[config.mk]
export PLATFORM = sky130hd
export DESIGN_NAME = sacf_front
export DESIGN_NICKNAME = d
export VERILOG_FILES = /design/src/hdl/sacf_pkg.sv /design/src/hdl/sacf_front.sv
export SDC_FILE = /design/constraint.sdc
export NUM_CORES = 1
export LEC_CHECK = 0
export ABC_AREA = 1
export BUFFER_PORTS_ARGS = -buffer_cell sky130_fd_sc_hd__buf_4
export CAP_MARGIN = 40
export CORE_ASPECT_RATIO = 1.25
export CORE_MARGIN = 2
export CORE_UTILIZATION = 40
export CTS_CLUSTER_DIAMETER = 40
export DETAILED_ROUTE_END_ITERATION = 8
export RECOVER_POWER = 25
export SYNTH_ARGS = -nofsm -noshare
export SYNTH_HDL_FRONTEND = slang
export SYNTH_SLANG_ARGS = --single-unit
[constraint.sdc]
create_clock -name clk -period 8.32 [get_ports clk]
set_input_delay 1.664 -clock clk [delete_from_list [all_inputs] [get_ports clk]]
set_output_delay 1.664 -clock clk [all_outputs]
set_load 0.05 [all_outputs]
[src/hdl/sacf_pkg.sv]
// ----------------------------------------------------------------------------
// sacf_pkg
// Shared constants, types and helpers for the set associative tag model.
// ----------------------------------------------------------------------------
package sacf_pkg;

  localparam int MAX_SETS_DEF  = 256;
  localparam int MAX_WAYS_DEF  = 8;
  localparam int ADDR_BITS_DEF = 48;

  localparam int CFG_ADDR_W = 4;

  // Register byte addresses.
  localparam logic [CFG_ADDR_W-1:0] REG_OFFSET_BITS = 4'h0;
  localparam logic [CFG_ADDR_W-1:0] REG_INDEX_BITS  = 4'h4;
  localparam logic [CFG_ADDR_W-1:0] REG_WAYS        = 4'h8;

  // Access as classified by the front stage.
  typedef struct packed {
    logic [63:0] tag;
    logic [11:0] set;
    logic        wr;
  } sacf_req_t;

  // Result item.
  typedef struct packed {
    logic        hit;
    logic        mem_read;
    logic        mem_write;
    logic [31:0] hit_total;
    logic [31:0] miss_total;
    logic [31:0] read_total;
    logic [31:0] write_total;
  } sacf_res_t;

endpackage

[src/hdl/sacf_front.sv]
// ----------------------------------------------------------------------------
// sacf_front
// Splits an accepted address into set and tag and hands it to a small queue.
// ----------------------------------------------------------------------------
module sacf_front #(
  parameter int MAX_SETS  = 256,
  parameter int ADDR_BITS = 48
) (
  input  logic                 clk,
  input  logic                 rst,
  input  logic                 in_valid,
  output logic                 in_ready,
  input  logic [ADDR_BITS-1:0] addr,
  input  logic                 wr,
  input  logic [4:0]           offset_bits,
  input  logic [3:0]           index_bits,
  output logic                 q_valid,
  input  logic                 q_ready,
  output sacf_pkg::sacf_req_t  q_data
);
  import sacf_pkg::*;

  localparam int MIB = $clog2(MAX_SETS + 1) - 1;
  localparam int QD  = 2;

  logic [63:0] addr_ext, block, tag, set_mask;
  logic [5:0]  off;
  logic [3:0]  ib;
  sacf_req_t   cls;
  sacf_req_t   q_mem [QD];
  logic        wp, rp;
  logic [1:0]  cnt;

  // Saturate shift amounts and split the address.
  always_comb begin
    addr_ext = 64'(addr);
    off = (32'(offset_bits) > ADDR_BITS) ? 6'(ADDR_BITS) : {1'b0, offset_bits};
    ib  = (32'(index_bits) > MIB) ? 4'(MIB) : index_bits;
    block = addr_ext >> off;
    set_mask = (64'd1 << ib) - 64'd1;
    cls.set = 12'(block & set_mask);
    tag = block >> ib;
    cls.tag = tag;
    cls.wr  = wr;
  end

  assign in_ready = (cnt != 2'(QD));
  assign q_valid  = (cnt != 2'd0);
  assign q_data   = q_mem[rp];

  // Two entry queue toward the back stage.
  always_ff @(posedge clk) begin
    if (in_valid && in_ready) q_mem[wp] <= cls;
    if (rst) begin
      wp <= 1'b0;
      rp <= 1'b0;
      cnt <= 2'd0;
    end else begin
      if (in_valid && in_ready) wp <= ~wp;
      if (q_valid && q_ready) rp <= ~rp;
      cnt <= cnt + 2'(in_valid && in_ready) - 2'(q_valid && q_ready);
    end
  end

endmodule

* After elaboration in Yosys (flattened, before gate mapping)
Memory sizes are Yosys's and may differ from the RTL's. A register that Yosys moved wholly into a read port is not among the register bits.
Cells that the tools add are included.
Widths: inputs -> output; s select.
** Operators by class
- $add $sub $neg :: 3
- $lt $le $gt $ge :: 1
- Equal/unequal tests :: 1
- Shift-type cells :: 3
- Multiplexer cells :: 5
- Bitwise logic cells :: 3
- Reductions and logical operators :: 3
** Operator list (count)
- $shr 48x5->64 :: 1
- $shr 64x4->64 :: 1
- $and 12x12->12 :: 1
- $shl 1x4->12 const A :: 1
- $sub 12x1->12 const B :: 1
- $gt 4x4->1 const B :: 1
- $mux 1 :: 4
- $mux 4 :: 1
- $add 2x1->2 :: 1
- $logic_and 1x1->1 :: 2
- $ne 2x2->1 const B :: 1
- $not 1->1 :: 2
- $reduce_bool 2->1 :: 1
- $sub 2x1->2 :: 1
** Word-level totals
- Bits in registers :: 4
- Memory bits (writable) :: 154
- Input port bits :: 62
- Output and inout bits :: 79
- Logic and storage cells :: 23
- Memories kept :: 1
** Memories
- q_mem :: words 2, bits a word 77, read ports 1, clocked after Yosys merged registers in 1, write ports 1, RTL line sacf_front.sv:30 : sacf_req_t q_mem [QD];

* Logic depth before layout (Yosys ltp)
- Depth in word-level cells :: 5
- Mapped depth :: 15

* Worst setup path before layout
Ideal clock, no wire load.
- Kind :: in2reg
- Start point :: input port in_valid
- End point :: memory q_mem[1][0] in the netlist's numbering (enable)
- Library setup time :: 482 ps
- Data arrival time :: 4357 ps
- Setup slack :: 3481 ps
- Cell stages on the path :: 2
- Buffers on the path :: 0
- Path through :: nand2_1 -> nor2_1
** On the way
- Longest elaborated chain between the ends :: 3
** Ends and longest elaborated chain
- start: declaration :: RTL line sacf_front.sv:11 : input logic in_valid,
- $logic_and 1x1->1 :: RTL line sacf_front.sv:53 : if (in_valid && in_ready) q_mem[wp] <= cls;
- $mux 1 :: RTL line sacf_front.sv:53
- $mux 1 (implied by the code) :: RTL line sacf_front.sv:53
- end: declaration :: RTL line sacf_front.sv:30
Every way passes these cells.

* Worst setup path in the final report
- Start point :: input port in_valid
- End point :: memory q_mem[0][23] in the netlist's numbering (enable)
Same word-level chain as after synthesis.

==> flow_summary.toml <==
[outcome]
run_status = "complete, but fails checks"
failed_checks = "capacitance limit, slew limit"

[power]
power_spent_charging_and_discharging_nets_uw = 1130
power_frac_comb_pct = 43.1
power.switching_fraction_pct = 40.7
power.density_cell_area_nw_per_um2 = 255
p_int_uw = 1650
max-vdd-ir-drop_mv = 0.130
share_seq_of_total_power_pct = 31.5
power.share.clock_pct = 25.4
p_leak_uw = 0.00455

[cells_and_area]
multi_input_area_um2 = 5100
layout-drive-gt1-share_pct = 19.2
highest_count_cells_in_the_layout_ignoring_fill_and_taps = "509 x nand3_1, 290 x nand2_1, 127 x buf_4, 122 x edfxtp_1, 61 x mux2_2"
final_area_um2 = 10900
fillCellCount = 2335
regArea_um2 = 3760
num_antenna_cells = 0
final_common_cell = "nand3_1"
layout.core_utilization_pct = 47.3
fin_nets = 1357
areaGrowthSynthToFinish_pct = 15.9

[synthesis]
flops_latches_synth = 127
synth_cells = 1221
yosys_warnings = 0
netlist_area_um2 = 9400
synth.yosys.seq_area_share_pct = 40.0
avgSynthCellArea_um2 = 7.70
synth_cell_types = 34

[timing]
tightest_slew_ns = 3.53
layout_min_cycle_time_ns = 4.62
fin_worst_skew_ns = 0.0122
finalSetupTns_ns = 0
grt_setup_unrepaired = "false"
achievable-frequency_mhz = 217
fin_ws_ns = 3.70
hold_slack_ns = 0.474
slew_headroom_pct = -136
drv_slew = 125
finalHoldViolCount = 0
final-setup-viol-count = 0
finalCritPeriodShare_pct = 55.5

[placed_design]
preCtsSetupSlack_ns = 3.97
io_buffers = 124
hpwl_um = 20600
gp_congestion = 1.03
placed_area_um2 = 10300

[cts]
clock_path_buffers = 2
ctsResizeCount = 0
tritoncts.num_buffers = 17
register_clock_pin_slew_on_the_reported_worst_setup_and_hold_paths_ns = 0.05
cts_tree = "yes"
cts_hold_buffers = 0
post-cts-setup-buffers = 0
worstSkewPairLatency_ns = 0.42
h-tree-depth = 4
root_buffer_cell = "clkbuf_16"
cts.sinks = 127

[worst_setup_path]
arrival_ns = 4.55
worstPathRequired_ns = 8.26
setup.reg_to_reg.worst_slack_ns = 4.59
cp_max_fo = 61
critical_path.endpoint_type = "register"
cp-start-kind = "input port"
timing_worst_setup_path_type = "input port to register"

[floorplan]
rows = 62
fp.dieArea_um2 = 24800
effective_utilization_at_floorplan_pct = 40.8
core_area_um2 = 23000
die_width_um = 141
die_y_um = 175
io_pins = 141

[global_route]
gr_layer_usage_met3_pct = 3.60
grt_start_max_net_pins = 63
met2_usage_pct = 37.0
use_met1_pct = 32.0
wire_length_of_the_first_global_routing_pass_um = 45500
grt.overflow.total = 0
antenna_violations_before_repair = 0
grt_busiest_layer = "met2"
first_global_vias = 8569
grt.total_usage_pct = 23.1

[drt]
routed_wl_um = 28600
routed_wire_length_per_instance_um = 17.9
route.detailed.vias_per_inst = 5.76
firstDrtPassIters = 8
final_antenna_net_count = 0
drtIter0Drc = 890
routed-via-count = 9173
drcViolationCount = 0

[hold_path]
hold_path_class = "register to register"

[job]
max-cap-violations = 2
-- flip-flops by register name (all words and copies together), names as in the netlist, named ones only --
name and flops:
q_mem 122, wp 1, rp 1, cnt 2
-- metrics by stage --
step / instances / total power [µW]
2_1_floorplan: 1242 / 1770
3_3_place_gp: 1560 / 2080
3_5_place_dp: 1561 / 2080
4_1_cts: 1593 / 2790
5_1_grt: 1593 / 2920
6_report: 1593 / 2780
-- path summary, 6_finish.rpt --
| check | start | endpoint | depth (start not counted) |
|---|---|---|---|
| setup reg to reg | cnt[0] | q_mem[0][23] | 5 |
| hold reg to reg | rp | register | 2 |
| hold / removal | rp | register | 2 |
| setup / recovery | in_valid | q_mem[0][23] | 4 |
-- synthesized netlist by cell type --
master / n / share of area (%)
a21oi_1: 12 / 0.64
o211ai_1: 10 / 0.80
nand3_1: 509 / 27
o21ai_1: 10 / 0.53
o22ai_1: 2 / 0.13
buf_2: 33 / 1.8
nor3_1: 3 / 0.16
inv_1: 19 / 0.76
o21ai_2: 2 / 0.19
nor2_2: 1 / 0.067
clkbuf_1: 23 / 0.92
xor2_1: 1 / 0.093
conb_1: 1 / 0.040
inv_2: 5 / 0.20
buf_6: 7 / 0.84
nor3b_1: 1 / 0.080
nor2_1: 22 / 0.88
or2_2: 2 / 0.13
xnor2_1: 2 / 0.19
dfxtp_1: 5 / 1.1
edfxtp_1: 122 / 39
mux2_2: 61 / 7.3
buf_4: 19 / 1.5
ha_1: 3 / 0.40
a21oi_2: 3 / 0.28
nand4_1: 15 / 1.0
nor2_4: 1 / 0.12
or2_1: 1 / 0.067
a221oi_1: 1 / 0.093
nand2_2: 2 / 0.13
o21ai_0: 4 / 0.21
nand3_2: 9 / 0.96
nand2_1: 290 / 12
buf_1: 20 / 0.80
-- layout make-up --
| type | instances | area share (%) |
|---|---|---|
| Inverter | 24 | 0.827 |
| Tap cell | 288 | 3.31 |
| Sequential cell | 127 | 34.6 |
| Clock buffer | 24 | 4.73 |
| Timing Repair Buffer | 133 | 9.28 |
| Clock inverter | 8 | 0.471 |
| Multi-Input combinational cell | 989 | 46.8 |
-- per-layer routing --
layer	wire length, µm	share of wire, %
met5	0	0
met1	12500	44
met2	13700	48
met3	1730	6.0
met4	598	2.1
-- power by group through the flow --
| stage | Sequential (µW) | Clock (µW) | Combinational [µW] |
|---|---|---|---|
| final | 876 | 705 | 1200 |
| after detailed placement | 879 | 0 | 1210 |
| after global placement | 874 | 0 | 1200 |
| after floorplan | 878 | 0 | 889 |
| after CTS | 867 | 718 | 1210 |
| after global routing | 887 | 744 | 1290 |
-- cell families after synthesis --
kind of cell	after synthesis	share of synthesized area, %
AND/OR/NAND/NOR	856	42.3
flip-flops	127	40.0
buffers and inverters	126	6.79
multiplexers	61	7.31
AO/OA/AOI/OAI	44	2.88
adder cells (fa/ha/maj)	3	0.399
XOR/XNOR	3	0.280
other	1	0.0399
-- critical path, stage by stage --
cell,delay (ns)
clkbuf_4,0.11
nand2_1,0.15
nor2_4,0.11
clkbuf_1,2.49
Note: power is estimated with default switching activity, not from simulation.
